**src/rtl/cfd_pkg.sv**
```systemverilog
package cfd_pkg;

    localparam logic [31:0] FLT_MAX_BITS32 = 32'h7F7F_FFFF;
    localparam logic [62:0] FLT_MAX_MAG64  = 63'h47EF_FFFF_E000_0000;
    localparam logic [10:0] EXP_ALL_ONES   = 11'h7FF;
    localparam logic [10:0] EXP_NORM_MIN   = 11'd897;
    localparam logic [10:0] EXP_BIAS_DIFF  = 11'd896;
    localparam logic [10:0] SUB_SHIFT_BASE = 11'd926;

    typedef struct packed {
        logic [31:0] value;
        logic        clamped;
    } t_lane_res;

endpackage

```
**src/rtl/cfd_if.sv**
```systemverilog
interface cfd_in_if;
    logic        valid;
    logic        ready;
    logic [63:0] real_in;
    logic [63:0] imag_in;
    logic        last_element;
    modport source (output valid, real_in, imag_in, last_element, input ready);
    modport sink   (input valid, real_in, imag_in, last_element, output ready);
endinterface

interface cfd_out_if;
    logic        valid;
    logic        ready;
    logic [31:0] real_out;
    logic [31:0] imag_out;
    logic        element_clamped;
    logic        array_overflow;
    logic        last_result;
    modport source (output valid, real_out, imag_out, element_clamped, array_overflow,
                    last_result, input ready);
    modport sink   (input valid, real_out, imag_out, element_clamped, array_overflow,
                    last_result, output ready);
endinterface

```
**src/rtl/cfd_lane.sv**
```systemverilog
module cfd_lane (
    input  logic [63:0]       i_x,
    output cfd_pkg::t_lane_res o_res
);
    logic        sign;
    logic [62:0] mag;
    logic [10:0] e;
    logic [51:0] m;
    logic [10:0] e_eff;
    logic [52:0] sig;
    logic [10:0] sh;
    logic [5:0]  sh6;
    logic [52:0] shifted;
    logic [52:0] rem;
    logic [52:0] half;
    logic [10:0] nexp;
    logic [22:0] nmant;
    logic [28:0] nrem;
    logic        nup;
    logic [30:0] nres;
    logic        sup;
    logic [30:0] sres;

    always_comb begin
        sign  = i_x[63];
        mag   = i_x[62:0];
        e     = i_x[62:52];
        m     = i_x[51:0];
        // Normal result: drop 29 mantissa bits with nearest-even rounding.
        nexp  = e - cfd_pkg::EXP_BIAS_DIFF;
        nmant = m[51:29];
        nrem  = m[28:0];
        nup   = nrem[28] && ((nrem[27:0] != 28'd0) || nmant[0]);
        nres  = {nexp[7:0], 23'd0} + {8'd0, nmant} + {30'd0, nup};
        // Subnormal or zero result.
        e_eff   = (e == 11'd0) ? 11'd1 : e;
        sig     = (e == 11'd0) ? {1'b0, m} : {1'b1, m};
        sh      = cfd_pkg::SUB_SHIFT_BASE - e_eff;
        sh6     = sh[5:0];
        shifted = sig >> sh6;
        rem     = sig & ((53'd1 << sh6) - 53'd1);
        half    = 53'd1 << (sh6 - 6'd1);
        sup     = (rem > half) || ((rem == half) && shifted[0]);
        sres    = shifted[30:0] + {30'd0, sup};
        o_res.clamped = 1'b0;
        if (e == cfd_pkg::EXP_ALL_ONES && m != 52'd0) begin
            o_res.value = {sign, 31'h7FC0_0000 | {8'd0, m[51:29]}};
        end else if (mag > cfd_pkg::FLT_MAX_MAG64) begin
            o_res.clamped = 1'b1;
            o_res.value   = {sign, cfd_pkg::FLT_MAX_BITS32[30:0]};
        end else if (e >= cfd_pkg::EXP_NORM_MIN) begin
            o_res.value = {sign, nres};
        end else if (sh >= 11'd54) begin
            o_res.value = {sign, 31'd0};
        end else begin
            o_res.value = {sign, sres};
        end
    end
endmodule

```
**src/rtl/complex_fp64_to_fp32_demote_top.sv**
```systemverilog
// Complex binary64 to binary32 saturating converter.
// The input channel carries one complex element per word: real and imaginary
// binary64 patterns and a last-of-array mark. The output channel returns one
// word per input word with both binary32 parts, a per-element clamp flag, the
// array overflow flag (valid on the last element) and the echoed last mark.
// Two identical conversion lanes handle the parts side by side; a merge
// stage ORs their clamp flags into the sticky array flag.
// Each result is registered: a word accepted in one cycle is offered in the next.
// Throughput is one word per cycle while the receiver is ready, set by the single output register.
// Input ready is high when the output register is empty or being drained,
// so a stalled receiver holds the result and back-pressures the source.
// Synchronous reset empties the output register and clears the sticky flag.
module complex_fp64_to_fp32_demote_top (
    input  logic          i_clk,
    input  logic          i_rst_n,
    cfd_in_if.sink        i_in,
    cfd_out_if.source     o_out
);
    cfd_pkg::t_lane_res re_res;
    cfd_pkg::t_lane_res im_res;
    logic r_valid, r_sticky, r_clamped, r_ovf, r_last;
    logic [31:0] r_re, r_im;
    logic acc, clamped, sticky;

    cfd_lane u_re (.i_x(i_in.real_in), .o_res(re_res));
    cfd_lane u_im (.i_x(i_in.imag_in), .o_res(im_res));

    assign i_in.ready = !r_valid || o_out.ready;
    assign acc        = i_in.valid && i_in.ready;
    assign clamped    = re_res.clamped || im_res.clamped;
    assign sticky     = r_sticky || clamped;

    always_ff @(posedge i_clk) begin
        if (!i_rst_n) begin
            r_valid  <= 1'b0;
            r_sticky <= 1'b0;
        end else begin
            if (acc) begin
                r_valid  <= 1'b1;
                r_sticky <= i_in.last_element ? 1'b0 : sticky;
            end else if (o_out.ready) begin
                r_valid <= 1'b0;
            end
        end
    end

    always_ff @(posedge i_clk) begin
        if (acc) begin
            r_re      <= re_res.value;
            r_im      <= im_res.value;
            r_clamped <= clamped;
            r_ovf     <= i_in.last_element && sticky;
            r_last    <= i_in.last_element;
        end
    end

    assign o_out.valid           = r_valid;
    assign o_out.real_out        = r_re;
    assign o_out.imag_out        = r_im;
    assign o_out.element_clamped = r_clamped;
    assign o_out.array_overflow  = r_ovf;
    assign o_out.last_result     = r_last;
endmodule

```
**src/flat_wrapper.sv**
```systemverilog
// flat-port wrapper written by rule: the top's interface ports become plain ports
module complex_fp64_to_fp32_demote_top_flat 
  (i_clk, i_rst_n, i_in_valid, i_in_real_in, i_in_imag_in, i_in_last_element, i_in_ready, o_out_valid, o_out_real_out, o_out_imag_out, o_out_element_clamped, o_out_array_overflow, o_out_last_result, o_out_ready);
  cfd_in_if i_in_i ();
  cfd_out_if o_out_i ();
  input  logic i_clk;
  input  logic i_rst_n;
  input wire logic [$bits(i_in_i.valid)-1:0] i_in_valid;
  input wire logic [$bits(i_in_i.real_in)-1:0] i_in_real_in;
  input wire logic [$bits(i_in_i.imag_in)-1:0] i_in_imag_in;
  input wire logic [$bits(i_in_i.last_element)-1:0] i_in_last_element;
  output wire logic [$bits(i_in_i.ready)-1:0] i_in_ready;
  output wire logic [$bits(o_out_i.valid)-1:0] o_out_valid;
  output wire logic [$bits(o_out_i.real_out)-1:0] o_out_real_out;
  output wire logic [$bits(o_out_i.imag_out)-1:0] o_out_imag_out;
  output wire logic [$bits(o_out_i.element_clamped)-1:0] o_out_element_clamped;
  output wire logic [$bits(o_out_i.array_overflow)-1:0] o_out_array_overflow;
  output wire logic [$bits(o_out_i.last_result)-1:0] o_out_last_result;
  input wire logic [$bits(o_out_i.ready)-1:0] o_out_ready;
  assign i_in_i.valid = i_in_valid;
  assign i_in_i.real_in = i_in_real_in;
  assign i_in_i.imag_in = i_in_imag_in;
  assign i_in_i.last_element = i_in_last_element;
  assign i_in_ready = i_in_i.ready;
  assign o_out_valid = o_out_i.valid;
  assign o_out_real_out = o_out_i.real_out;
  assign o_out_imag_out = o_out_i.imag_out;
  assign o_out_element_clamped = o_out_i.element_clamped;
  assign o_out_array_overflow = o_out_i.array_overflow;
  assign o_out_last_result = o_out_i.last_result;
  assign o_out_i.ready = o_out_ready;
  complex_fp64_to_fp32_demote_top u_core (.i_clk(i_clk), .i_rst_n(i_rst_n), .i_in(i_in_i), .o_out(o_out_i));
endmodule
```
**config.mk**
```make
export PLATFORM = sky130hd
export DESIGN_NAME = complex_fp64_to_fp32_demote_top_flat
export DESIGN_NICKNAME = d
export VERILOG_FILES = /design/src/rtl/cfd_pkg.sv /design/src/rtl/cfd_if.sv /design/src/rtl/cfd_lane.sv /design/src/rtl/complex_fp64_to_fp32_demote_top.sv /design/src/flat_wrapper.sv
export SDC_FILE = /design/constraint.sdc
export NUM_CORES = 1
export LEC_CHECK = 0
export ABC_CLOCK_PERIOD_IN_PS = 13910
export BUFFER_PORTS_ARGS = -buffer_cell sky130_fd_sc_hd__buf_2
export CAP_MARGIN = 20
export CORE_ASPECT_RATIO = 1.75
export CORE_MARGIN = 2
export CORE_UTILIZATION = 60
export CTS_CLUSTER_SIZE = 16
export DETAILED_ROUTE_END_ITERATION = 10
export GPL_TIMING_DRIVEN = 0
export PLACE_DENSITY = 0.89
export REMOVE_ABC_BUFFERS = 1
export SETUP_SLACK_MARGIN = 0.4
export SKIP_CTS_REPAIR_TIMING = 1
export SLEW_MARGIN = 10
export SYNTH_ARGS = -nofsm -noshare
export SYNTH_HDL_FRONTEND = slang
export SYNTH_SLANG_ARGS = --single-unit
```
**constraint.sdc**
```tcl
create_clock -name i_clk -period 13.91 [get_ports i_clk]
set_clock_uncertainty 0.05 [all_clocks]
set_input_delay 1.391 -clock i_clk [delete_from_list [all_inputs] [get_ports i_clk]]
set_output_delay 1.391 -clock i_clk [all_outputs]
set_load 0.02 [all_outputs]
```
==> results.json, run 1 <==
{
  "die_w_um": 147,
  "synth_area_sq_um": 21500,
  "clk_path_buf_depth": 2,
  "grt_pass1_vias": 31500,
  "ys_top_cells_by_area": "edfxtp_1 9.3%, ha_1 7.2%, nand2_1 6.1%, mux2i_1 5.6%, nor2_1 5.5%",
  "clock-sinks": 69,
  "ys_seq_area_frac": 0.0953,
  "start_util": 0.610,
  "floorplan.rows": 91,
  "synth_top_flop_cell": "edfxtp_1",
  "dpl_worst_slack_ps": -501,
  "hpwl_um": 92100,
  "track_usage": 0.771,
  "synth_seq_cells": 69,
  "status": "did not finish",
  "yosysWarnings": 0,
  "failed_stage": "global routing (5_1_grt)",
  "grt_overflow_total": 928,
  "yosysTopAreaCell": "edfxtp_1",
  "netlist_instances": 3080,
  "globalplace.congestion": 1.26,
  "async_reset_ff_frac": 0,
  "ys_types": 101,
  "cts_max_level": 3,
  "tool.error": "[ERROR GRT-0116] Global routing finished with congestion. Check the congestion regions in the DRC Viewer.",
  "pin_count": 202,
  "grt_max_degree": 79,
  "numPortBuffers": 201,
  "synth_top_cell_area_share": 0.0935,
  "fp.dieH_um": 255,
  "cts_buffers": 9,
  "grt_pass1_wl_um": 227000,
  "synth-edff-count": 67,
  "synth_area_per_cell_sq_um": 6.99,
  "root_buffer": "clkbuf_16"
}
-- stage by stage --
stage | area (sq um) | std cells
CTS | 23000 | 3539
global placement | 22000 | 3485
floorplan | 20400 | 2819
detailed placement | 22700 | 3523
-- synth_stat cells, drive strengths merged, types with 9 or more instances --
master	instances
xnor2	92
nor2	319
ha	124
o21ai	149
or2	25
nor4	60
edfxtp	67
o32ai	12
nand3	99
o21a	49
o221ai	37
nor2b	57
xor2	41
clkbuf	176
o31ai	33
nor3	122
a211o	12
o22a	11
a211oi	47
mux2i	120
mux4	29
nand4	81
a21o	43
a22oi	22
o221a	11
mux2	46
o311ai	23
o211ai	29
a221oi	24
o22ai	30
or4	9
and3	34
nand2b	42
a311oi	10
buf	85
a21boi	27
o311a	13
a31oi	48
a21oi	198
nand2	347
inv	46
and2	55
nor3b	12
or3	31
a2111oi	15
-- cells by family after synthesis --
| family | Yosys count | share of synthesized area |
|---|---|---|
| AO/OA/AOI/OAI | 930 | 0.303 |
| XOR/XNOR | 133 | 0.0541 |
| adder cells (fa/ha/maj) | 124 | 0.0721 |
| buffers and inverters | 309 | 0.0602 |
| flip-flops | 69 | 0.0953 |
| multiplexers | 195 | 0.110 |
| AND/OR/NAND/NOR | 1320 | 0.306 |
-- per-layer routing --
layer / GRT overflow / track usage
met5: 3 / 0.120
met4: 288 / 0.830
met3: 6 / 0.534
met2: 629 / 1.01
met1: 2 / 0.751
==> run 2, diff against run 1 <==
CORE_ASPECT_RATIO = unset   (was 1.75)
CORE_UTILIZATION = 40   (was 60)
CTS_CLUSTER_SIZE = unset   (was 16)
PLACE_DENSITY = unset   (was 0.89)
PLACE_DENSITY_LB_ADDON = 0.15   (was unset)
SETUP_SLACK_MARGIN = unset   (was 0.4)
==> results.json, run 2 <==
{
  "synth_top_cell_area_share": 0.0935,
  "post_dp_cell_area_sq_um": 23100,
  "numPortBuffers": 201,
  "dpl_worst_slack_ps": 736,
  "grt_pass1_vias": 25000,
  "die-area_sq_um": 55700,
  "die_w_um": 236,
  "max_cap_viol_count": 0,
  "floorplan.rows": 85,
  "path_clk_slew_ps": 70,
  "drt_iter0_drc": 4119,
  "min_from": "u_core.r_sticky",
  "grt_max_degree": 74,
  "vdd_drop_max_mv": 0.0607,
  "async_reset_ff_frac": 0,
  "pin_count": 202,
  "max_stage_delay_ps": 770,
  "critPathSlowestCell": "ha_1",
  "vias": 27100,
  "tns_ps": 0,
  "drt-total-wl_um": 120000,
  "synth_area_sq_um": 21500,
  "setup.worst_path.start": "i_in_real_in[52]",
  "max_freq_ghz": 0.0754,
  "fillCellCount": 5670,
  "worst-path-buf-inv": 6,
  "cts_tree": "built",
  "hold_violations": 0,
  "synth_top_flop_cell": "edfxtp_1",
  "drcViolationCount": 0,
  "netlist_top_cells_count": "347 x nand2_1, 317 x nor2_1, 198 x a21oi_1",
  "clock-sinks": 69,
  "hold-worst-slack_ps": 426,
  "postRouteAntennaNets": 0,
  "holdPathEnd": "u_core.r_sticky",
  "grt_overflow_total": 0,
  "fin_crit_sh": 0.953,
  "post-synth-top-count-cell": "nand2_1",
  "drive_above_1_share": 0.140,
  "multi_input_area_sq_um": 18400,
  "worstPathMaxFanout": 37,
  "final_cell_mix": "347 x nand2_1, 317 x nor2_1, 205 x buf_2",
  "dp_cells": 3758,
  "ys_top_cells_by_area": "edfxtp_1 9.3%, ha_1 7.2%, nand2_1 6.1%, mux2i_1 5.6%, nor2_1 5.5%",
  "r2r_setup_slack_ps": 12410,
  "p_leak_nw": 8.49,
  "postLayoutSetupSlackWorst_ps": 651,
  "ys_seq_area_frac": 0.0953,
  "worst_pin_slew_ps": 1260,
  "final_cells": 3780,
  "start_util": 0.402,
  "core-area_sq_um": 53500,
  "seq_area_sq_um": 2050,
  "required_ps": 13920,
  "root_buffer": "clkbuf_16",
  "ys_types": 101,
  "fin_util": 0.439,
  "final_common_cell": "nand2_1",
  "min-delay-path-class": "reg2reg",
  "fin_crit_ps": 13260,
  "clk_path_buf_depth": 2,
  "slew_violations": 0,
  "via_per_inst": 7.17,
  "hold_path_depth": 2,
  "r2r_end": "u_core.o_out.real_out[28]",
  "area_growth_pct": 8.99,
  "status": "finished clean",
  "reg2regPathDepth": 3,
  "drt-pass1-iter-count": 8,
  "grt_pass1_wl_um": 173000,
  "cts_buffers": 9,
  "max_slew_margin": 0.136,
  "final-setup-viol-count": 0,
  "layout.nets": 3334,
  "p_total_mw": 1.70,
  "yosysTopAreaCell": "edfxtp_1",
  "rsz0062_at_grt": "no",
  "insertion_delay_ps": 360,
  "hpwl_um": 93200,
  "antenna_found_initial": 4,
  "track_usage": 0.414,
  "r2r_start": "u_core.o_out.valid",
  "synth_area_per_cell_sq_um": 6.99,
  "netlist_instances": 3080,
  "cpLargestDelayFamily": "simple AND/OR/NAND/NOR gates",
  "synth_seq_cells": 69,
  "globalplace.congestion": 1.05,
  "avgRoutedWirePerCell_um": 31.8,
  "synth-edff-count": 67,
  "cp-end-kind": "flip-flop",
  "cp.arrival_ps": 13260,
  "worstSetupStartpointType": "input pin",
  "fp.dieH_um": 236,
  "stdcell_area_sq_um": 23500,
  "yosysWarnings": 0,
  "cts_max_level": 3,
  "power_density_nw_per_um2": 72.6,
  "critPathKind": "in2reg"
}
[run 2: cell counts after synthesis]
Identical to the previous run, type by type.
[run 2: how the worst max path moves through the flow]
| stage | end | slack, ps | cells after the start |
|---|---|---|---|
| after CTS | u_core.o_out.real_out[24] | 1120 | 40 |
| after global placement | u_core.o_out.real_out[24] | -3560 | 34 |
| after floorplan | u_core.o_out.real_out[24] | 1990 | 33 |
| after global routing | u_core.o_out.real_out[24] | 190 | 40 |
| after detailed placement | u_core.o_out.real_out[24] | 740 | 40 |
| final | u_core.o_out.real_out[24] | 650 | 40 |
[run 2: power breakdown]
| part | switching, mW | leakage (nW) | total (mW) | internal (mW) |
|---|---|---|---|---|
| sequential | 0.00372 | 0.653 | 0.251 | 0.247 |
| combinational | 0.789 | 7.67 | 1.19 | 0.399 |
| clock | 0.103 | 0.159 | 0.263 | 0.160 |
[run 2: cell families (layout without fill, tap and decap cells)]
kind of cell | after synthesis | count (layout) | share of synthesized area
AO/OA/AOI/OAI | 930 | 930 | 0.303
adder cells (fa/ha/maj) | 124 | 124 | 0.0721
XOR/XNOR | 133 | 133 | 0.0541
other | 0 | 2 | 0
flip-flops | 69 | 69 | 0.0953
buffers and inverters | 309 | 311 | 0.0602
AND/OR/NAND/NOR | 1320 | 1320 | 0.306
multiplexers | 195 | 195 | 0.110
[run 2: metal layers]
metal	vias to the layer above	track usage	wire (um)
met4	2	0.178	5890
met3	320	0.116	15500
met5	-	0	13
li1	11700	-	-
met1	13000	0.570	49300
met2	2019	0.598	49400
[run 2: worst reg2reg max path, stage by stage (launching register included)]
cell and delay [ps]:
dfxtp_1 310, nand2b_1 100, and2_4 410, buf_12 300
[run 2: layout make-up]
type / instances / share of cell area
Clock buffer: 9 / 0.00960
Inverter: 48 / 0.00779
Antenna cell: 2 / 0.000213
Sequential cell: 69 / 0.0875
Multi-Input combinational cell: 2702 / 0.782
Tap cell: 696 / 0.0371
Timing Repair Buffer: 247 / 0.0712
Clock inverter: 7 / 0.00448
Power figures use the tool's default switching activity.
